`src/hdl/pcha_pkg.sv`:
```
// shared types and constants for the curvature hysteresis alert core
// no dependencies
`default_nettype none

package pcha_pkg;

    localparam int TABLE_ENTRIES = 64;
    localparam int IDX_W = (TABLE_ENTRIES > 1) ? $clog2(TABLE_ENTRIES) : 1;
    localparam int CNT_W = $clog2(TABLE_ENTRIES + 1);
    localparam int ID_W = 32;
    localparam int ENTRY_W = ID_W + 1;
    localparam logic [15:0] MIN_TRAIL = 16'd4;

    localparam logic [1:0] REG_WATCHED_ROLE = 2'd0;
    localparam logic [1:0] REG_CURVATURE_LIMIT = 2'd1;
    localparam logic [1:0] REG_HYSTERESIS_BAND = 2'd2;

    typedef struct packed {
        logic [7:0]         agent_role;
        logic [31:0]        agent_id;
        logic [15:0]        trail_length;
        logic signed [31:0] curvature;
        logic [31:0]        frame_time;
        logic [31:0]        frame_tick;
        logic               frame_last;
    } in_word_t;

    typedef struct packed {
        logic [31:0]        event_agent;
        logic signed [31:0] event_curvature;
        logic signed [31:0] event_limit;
        logic               stealth_lost;
        logic [31:0]        event_time;
        logic [31:0]        event_tick;
    } out_word_t;

endpackage

`default_nettype wire

```
`src/hdl/pcha_ram.sv`:
```
// generic single write port ram with registered read
// no dependencies
`default_nettype none

module pcha_ram #(
    parameter int WIDTH = 8,
    parameter int DEPTH = 64
) (
    input  wire logic                                     aclk,
    input  wire logic                                     we,
    input  wire logic [((DEPTH > 1) ? $clog2(DEPTH) : 1)-1:0] waddr,
    input  wire logic [WIDTH-1:0]                         wdata,
    input  wire logic [((DEPTH > 1) ? $clog2(DEPTH) : 1)-1:0] raddr,
    output logic      [WIDTH-1:0]                         rdata
);

    logic [WIDTH-1:0] mem [DEPTH];

    always_ff @(posedge aclk) begin
        if (we) begin
            mem[waddr] <= wdata;
        end
        rdata <= mem[raddr];
    end

endmodule

`default_nettype wire

```
`src/hdl/per_agent_curvature_hysteresis_alert_core.sv`:
```
// Curvature hysteresis alert with a per-agent stealth flag table. Each input word is taken
// only while s_ready is high; the core then holds s_ready low while it works on that word.
// A word whose role or trail length rules it out is dropped after the prep step. Otherwise
// the id search reads one table entry per cycle through the single read port of the table
// ram and compares it; an unknown id is dropped when the table of 64 agents is full, and
// else one evaluate step checks the thresholds and writes the entry back when it is new or
// its flag changes. A word that raises an event stays in the evaluate state until the
// output register is free. The table needs no clearing pass after reset. A result word
// waits in the output register while the next input word is being taken and searched.
// depends on pcha_pkg and pcha_ram
`default_nettype none

module per_agent_curvature_hysteresis_alert_core (
    input  wire logic                 aclk,
    input  wire logic                 aresetn,
    input  wire logic                 s_valid,
    output logic                      s_ready,
    input  wire pcha_pkg::in_word_t   s_data,
    output logic                      m_valid,
    input  wire logic                 m_ready,
    output pcha_pkg::out_word_t       m_data,
    input  wire logic                 cfg_wr_en,
    input  wire logic [1:0]           cfg_index,
    input  wire logic [31:0]          cfg_wdata
);

    typedef enum logic [3:0] {
        ST_IDLE = 4'b0001,
        ST_PREP = 4'b0010,
        ST_SCAN = 4'b0100,
        ST_EVAL = 4'b1000
    } state_t;

    state_t state_reg, state_next;

    logic [7:0]         role_reg;
    logic signed [31:0] limit_reg;
    logic [30:0]        band_reg;

    pcha_pkg::in_word_t  item_reg, item_next;
    pcha_pkg::out_word_t out_reg, out_next;
    logic                m_valid_reg, m_valid_next;

    logic [pcha_pkg::CNT_W-1:0] idx_reg, idx_next;
    logic [pcha_pkg::CNT_W-1:0] used_reg, used_next;
    logic                       pend_reg, pend_next;
    logic [pcha_pkg::IDX_W-1:0] pidx_reg, pidx_next;
    logic [pcha_pkg::IDX_W-1:0] slot_reg, slot_next;
    logic                       flag_reg, flag_next;
    logic                       new_reg, new_next;

    logic                         ram_we;
    logic [pcha_pkg::ENTRY_W-1:0] ram_wdata;
    logic [pcha_pkg::ENTRY_W-1:0] ram_rdata;

    logic               over;
    logic               settled;
    logic               lost_ev;
    logic               regain_ev;
    logic               out_free;
    logic signed [33:0] thresh;
    logic signed [33:0] curv_ext;

    pcha_ram #(
        .WIDTH(pcha_pkg::ENTRY_W),
        .DEPTH(pcha_pkg::TABLE_ENTRIES)
    ) u_table (
        .aclk  (aclk),
        .we    (ram_we),
        .waddr (slot_reg),
        .wdata (ram_wdata),
        .raddr (idx_reg[pcha_pkg::IDX_W-1:0]),
        .rdata (ram_rdata)
    );

    always_ff @(posedge aclk) begin
        if (!aresetn) begin
            role_reg  <= '0;
            limit_reg <= '0;
            band_reg  <= '0;
        end else if (cfg_wr_en) begin
            unique case (cfg_index)
                pcha_pkg::REG_WATCHED_ROLE:    role_reg  <= cfg_wdata[7:0];
                pcha_pkg::REG_CURVATURE_LIMIT: limit_reg <= cfg_wdata;
                pcha_pkg::REG_HYSTERESIS_BAND: band_reg  <= cfg_wdata[30:0];
                default: ;
            endcase
        end
    end

    // threshold compare, limit minus band kept exact at 34 bits
    assign thresh    = $signed({{2{limit_reg[31]}}, limit_reg}) - $signed({3'b000, band_reg});
    assign curv_ext  = $signed({{2{item_reg.curvature[31]}}, item_reg.curvature});
    assign over      = item_reg.curvature > limit_reg;
    assign settled   = !over && (curv_ext < thresh);
    assign lost_ev   = over && flag_reg;
    assign regain_ev = settled && !flag_reg;
    assign out_free  = !m_valid_reg || m_ready;

    always_comb begin
        state_next   = state_reg;
        item_next    = item_reg;
        out_next     = out_reg;
        m_valid_next = m_valid_reg && !m_ready;
        idx_next     = idx_reg;
        used_next    = used_reg;
        pend_next    = pend_reg;
        pidx_next    = pidx_reg;
        slot_next    = slot_reg;
        flag_next    = flag_reg;
        new_next     = new_reg;
        ram_we       = 1'b0;
        ram_wdata    = {item_reg.agent_id, flag_reg};

        unique case (state_reg)
            ST_IDLE: begin
                if (s_valid) begin
                    item_next  = s_data;
                    state_next = ST_PREP;
                end
            end
            ST_PREP: begin
                idx_next  = '0;
                pend_next = 1'b0;
                if (item_reg.agent_role != role_reg
                        || item_reg.trail_length < pcha_pkg::MIN_TRAIL) begin
                    state_next = ST_IDLE;
                end else begin
                    state_next = ST_SCAN;
                end
            end
            ST_SCAN: begin
                pend_next = 1'b0;
                if (pend_reg && ram_rdata[pcha_pkg::ENTRY_W-1:1] == item_reg.agent_id) begin
                    slot_next  = pidx_reg;
                    flag_next  = ram_rdata[0];
                    new_next   = 1'b0;
                    state_next = ST_EVAL;
                end else if (idx_reg == used_reg) begin
                    if (used_reg == pcha_pkg::CNT_W'(pcha_pkg::TABLE_ENTRIES)) begin
                        state_next = ST_IDLE;
                    end else begin
                        slot_next  = used_reg[pcha_pkg::IDX_W-1:0];
                        flag_next  = 1'b1;
                        new_next   = 1'b1;
                        state_next = ST_EVAL;
                    end
                end else begin
                    pend_next = 1'b1;
                    pidx_next = idx_reg[pcha_pkg::IDX_W-1:0];
                    idx_next  = idx_reg + pcha_pkg::CNT_W'(1);
                end
            end
            ST_EVAL: begin
                if (!(lost_ev || regain_ev) || out_free) begin
                    ram_we    = new_reg || lost_ev || regain_ev;
                    ram_wdata = {item_reg.agent_id, flag_reg ^ (lost_ev || regain_ev)};
                    used_next = used_reg + pcha_pkg::CNT_W'(new_reg);
                    if (lost_ev || regain_ev) begin
                        out_next.event_agent     = item_reg.agent_id;
                        out_next.event_curvature = item_reg.curvature;
                        out_next.event_limit     = limit_reg;
                        out_next.stealth_lost    = lost_ev;
                        out_next.event_time      = item_reg.frame_time;
                        out_next.event_tick      = item_reg.frame_tick;
                        m_valid_next             = 1'b1;
                    end
                    state_next = ST_IDLE;
                end
            end
            default: state_next = ST_IDLE;
        endcase
    end

    always_ff @(posedge aclk) begin
        if (!aresetn) begin
            state_reg   <= ST_IDLE;
            m_valid_reg <= 1'b0;
            used_reg    <= '0;
            pend_reg    <= 1'b0;
            idx_reg     <= '0;
        end else begin
            state_reg   <= state_next;
            m_valid_reg <= m_valid_next;
            used_reg    <= used_next;
            pend_reg    <= pend_next;
            idx_reg     <= idx_next;
        end
    end

    always_ff @(posedge aclk) begin
        item_reg <= item_next;
        out_reg  <= out_next;
        pidx_reg <= pidx_next;
        slot_reg <= slot_next;
        flag_reg <= flag_next;
        new_reg  <= new_next;
    end

    assign s_ready = (state_reg == ST_IDLE);
    assign m_valid = m_valid_reg;
    assign m_data  = out_reg;

endmodule

`default_nettype wire

```
`config.mk`:
```
export PLATFORM = sky130hd
export DESIGN_NAME = per_agent_curvature_hysteresis_alert_core
export DESIGN_NICKNAME = d
export VERILOG_FILES = /design/src/hdl/pcha_pkg.sv /design/src/hdl/pcha_ram.sv /design/src/hdl/per_agent_curvature_hysteresis_alert_core.sv
export SDC_FILE = /design/constraint.sdc
export NUM_CORES = 2
export LEC_CHECK = 0
export BUFFER_PORTS_ARGS = -buffer_cell sky130_fd_sc_hd__buf_2
export CAP_MARGIN = 15
export CORE_MARGIN = 3
export CORE_UTILIZATION = 62
export DETAILED_ROUTE_END_ITERATION = 16
export GPL_TIMING_DRIVEN = 0
export PLACE_DENSITY_LB_ADDON = 0.12
export SLEW_MARGIN = 20
export SYNTH_ARGS = -nofsm -noshare
export SYNTH_HDL_FRONTEND = slang
export SYNTH_HIERARCHICAL = 1
export SYNTH_SLANG_ARGS = --single-unit
```
`constraint.sdc`:
```
create_clock -name aclk -period 15.1 [get_ports aclk]
set_clock_uncertainty 0.05 [all_clocks]
set_input_delay 2.265 -clock aclk [delete_from_list [all_inputs] [get_ports aclk]]
set_output_delay 2.265 -clock aclk [all_outputs]
set_load 0.1 [all_outputs]
```
==> summary.txt <==
antenna-violating nets left: 0
Power Density: 123 nW/um^2
start of the worst register-to-register path: limit_reg[0]
CTS H-Tree Depth: 4
sw frac: 20.3%
largest area contributor in the synthesized netlist: edfxtp_1
clock power share: 41.2%
fraction of layout instances using a drive strength above 1: 27.2%
most frequent cell after synthesis: edfxtp_1
Post-synth top cells: 2,437 x edfxtp_1, 485 x mux4_2, 281 x nand2_1, 124 x dfxtp_1, 115 x mux2i_1
Worst EP arrival: 8.53 ns
Post-Synthesis Cells: 4,879
DRC: 0
max frequency: 125 MHz
Seq/Total Area, Yosys: 76.8%
Critical Path RT: 15.60 ns
largest cells by area after synthesis: edfxtp_1 74%, mux4_2 11%, dfxtp_1 2.5%, ha_1 1.2%, mux2i_1 1.2%
Hold Path Class: reg -> reg
Comb pwr share: 3.1%
Synth async-reset ratio: 0%
Synth-to-Final Area Change: 16.6%
Post-CTS Resized: 0
crit-path max cell delay: 0.78 ns
max reg flops: 2,112
clock tree buffer depth: 3
port bufs: 350
ys flop type: edfxtp_1
wire length per cell: 34.5 um
Flop pwr share: 55.7%
first-pass GRT wire length: 390 mm
net switching power figure: 0.00287 W
synthesized area: 98,500 um^2
drt total wl: 274 mm
Final Power: 0.0142 W
Worst Hold End: m_data[5]
Hold Buf Count CTS: 0
Worst R2R End: u_table/mem[6][21]
cts bufs inserted: 238
vias in the first global route: 53,700
die area: 164,000 um^2
Die Height: 405 um
outcome: complete, no violations
Critical Path Start Type: register
Distinct cells, synth: 81
clk slew on worst S/H paths: 0.06 ns
Post-CTS Setup Inserts: 0
Hold Crit Start: item_reg[6]
VDD IR max: 0.122 mV
# nets final: 5,959
Ports: 355
Internal: 0.0113 W
Placed Area: 107,000 um^2
max-slew violation total from the final report: 0
vias per cell: 6.77
Rows: 145
CTS Sinks: 2,561
Leak: 36.3 nW
Synth top area share: 74.3%
Reg2Reg Setup Slack: 7.08 ns
number of cells on the worst hold path: 0
Slew headroom: 12.4%
core box area: 157,000 um^2
Critical-path top delay cell: nor2_4
Skew-Pair Late Insertion Delay: 0.85 ns
Initial Util: 62.7%
Detail Placement HPWL: 186 mm
period utilization: 53.1%
mean area per synthesized cell: 20.2 um^2
largest net degree at the start of global routing: 60
maxcap violations: 0
Slew @ Worst Pin: 1.31 ns
Crit Path Class: reg -> reg
final instance area: 115,000 um^2
Syn Nets: 5,170
GP Congestion: 0.901
RSZ-0062 raised after global routing: no
initial antenna violation count: 8
Root Buffer: clkbuf_16
fin util: 73.2%
GRT Overall Usage: 34.0%
Crit. End Element: register
final setup fails: 0
initial drt markers: 7,621
die width: 405 um
#FFs+latches synth: 2,561
Final Hold Vio Count: 0
DRT Pass-1 Iters: 8
Post-synth EDFFs: 2,437
Vias: 53,800
Fin Setup TNS: 0 ns
Yosys warnings: 6
CTS tree: built
Register-to-Register Path Depth: 28
total grt overflow: 0
clock period minus worst slack: 8.02 ns
worst-path fanout max: 14
## final cells by class
type,count,area (um^2)
sequential,2561,75700
fill,8943,42100
multi-input combinational,1998,21700
clock buffer,304,6250
timing repair buffer,549,5660
tap,2058,2570
buffer,239,1330
clock inverter,138,1310
inverter,81,304
antenna,19,47.5
## critical path, delay by kind of cell, from the launching register on
family                   cells  cell delay, ns
buffers and inverters        4            0.59
AO/OA/AOI/OAI               12            2.89
adder cells (fa/ha/maj)      3            0.94
AND/OR/NAND/NOR              8            2.72
flip-flops                   1            0.37
multiplexers                 1            0.10
## how the worst max path moves through the flow
stage | start | cells past startpoint | endpoint | slack [ns]
after floorplan | limit_reg[0] | 23 | m_data[0] | 6.88
after global placement | limit_reg[0] | 26 | u_table/mem[49][12] | 3.39
after detailed placement | limit_reg[0] | 28 | u_table/mem[6][21] | 7.10
after CTS | limit_reg[0] | 28 | u_table/mem[6][14] | 7.11
after global routing | limit_reg[0] | 28 | u_table/mem[6][14] | 6.73
final | limit_reg[0] | 28 | u_table/mem[6][21] | 7.08
## per-layer routing
| layer | vias to the layer above | part of all wire, % | global-route usage (%) |
|---|---|---|---|
| met1 | 27500 | 35 | 45.8 |
| met5 | - | 0.0044 | 0.357 |
| li1 | 21600 | - | - |
| met2 | 3833 | 46 | 51.1 |
| met3 | 765 | 14 | 10.9 |
| met4 | 2 | 5.6 | 16.4 |
## power groups by stage
stage	registers [W]	logic [W]	clock network, W
2_1_floorplan	0.00807	0.000193	0
3_3_place_gp	0.00814	0.000269	0
3_5_place_dp	0.00804	0.000429	0
4_1_cts	0.00789	0.000430	0.00590
5_1_grt	0.00789	0.000476	0.00616
6_report	0.00789	0.000432	0.00584
## through the flow
step	hold WS (ns)	setup WS (ns)	cells
detailed placement	0.355	7.10	7486
finish	0.358	7.08	7947
global route	0.368	6.73	7930
global placement	0.350	3.39	7287
CTS	0.363	7.11	7928
floorplan	0.350	6.88	4879
## cell families after synthesis
group           Yosys count  synth area share [%]
flops                  2561                  76.8
simple gates            719                  3.52
mux                     612                  12.4
compound gates          490                  3.63
buf+inv                 320                  1.65
fa+ha+maj                99                  1.27
xor+xnor                 78                 0.694
## cell usage in the layout, fill, tap and decap left out, types with 13 or more instances in the layout
master,instances
dfxtp_1,124
and3_1,21
xnor2_1,57
nor2b_1,41
edfxtp_1,2437
buf_2,411
mux4_2,485
o221ai_1,47
nand2b_1,15
buf_16,60
a21oi_1,73
clkbuf_1,169
nand2_1,281
a22oi_1,78
inv_1,79
buf_8,79
a211oi_1,22
buf_1,13
nand3_1,105
xor2_1,21
bufinv_16,22
clkbuf_16,240
o21ai_0,39
ha_1,98
o22ai_1,60
mux2i_1,115
nor2_1,39
clkinv_1,56
and2_1,15
buf_12,51
diode_2,19
a21boi_0,66
nor2_4,62
clkinv_2,44
buf_6,36
buf_4,23
nand4_1,70
Power figures use the tool's default switching activity.
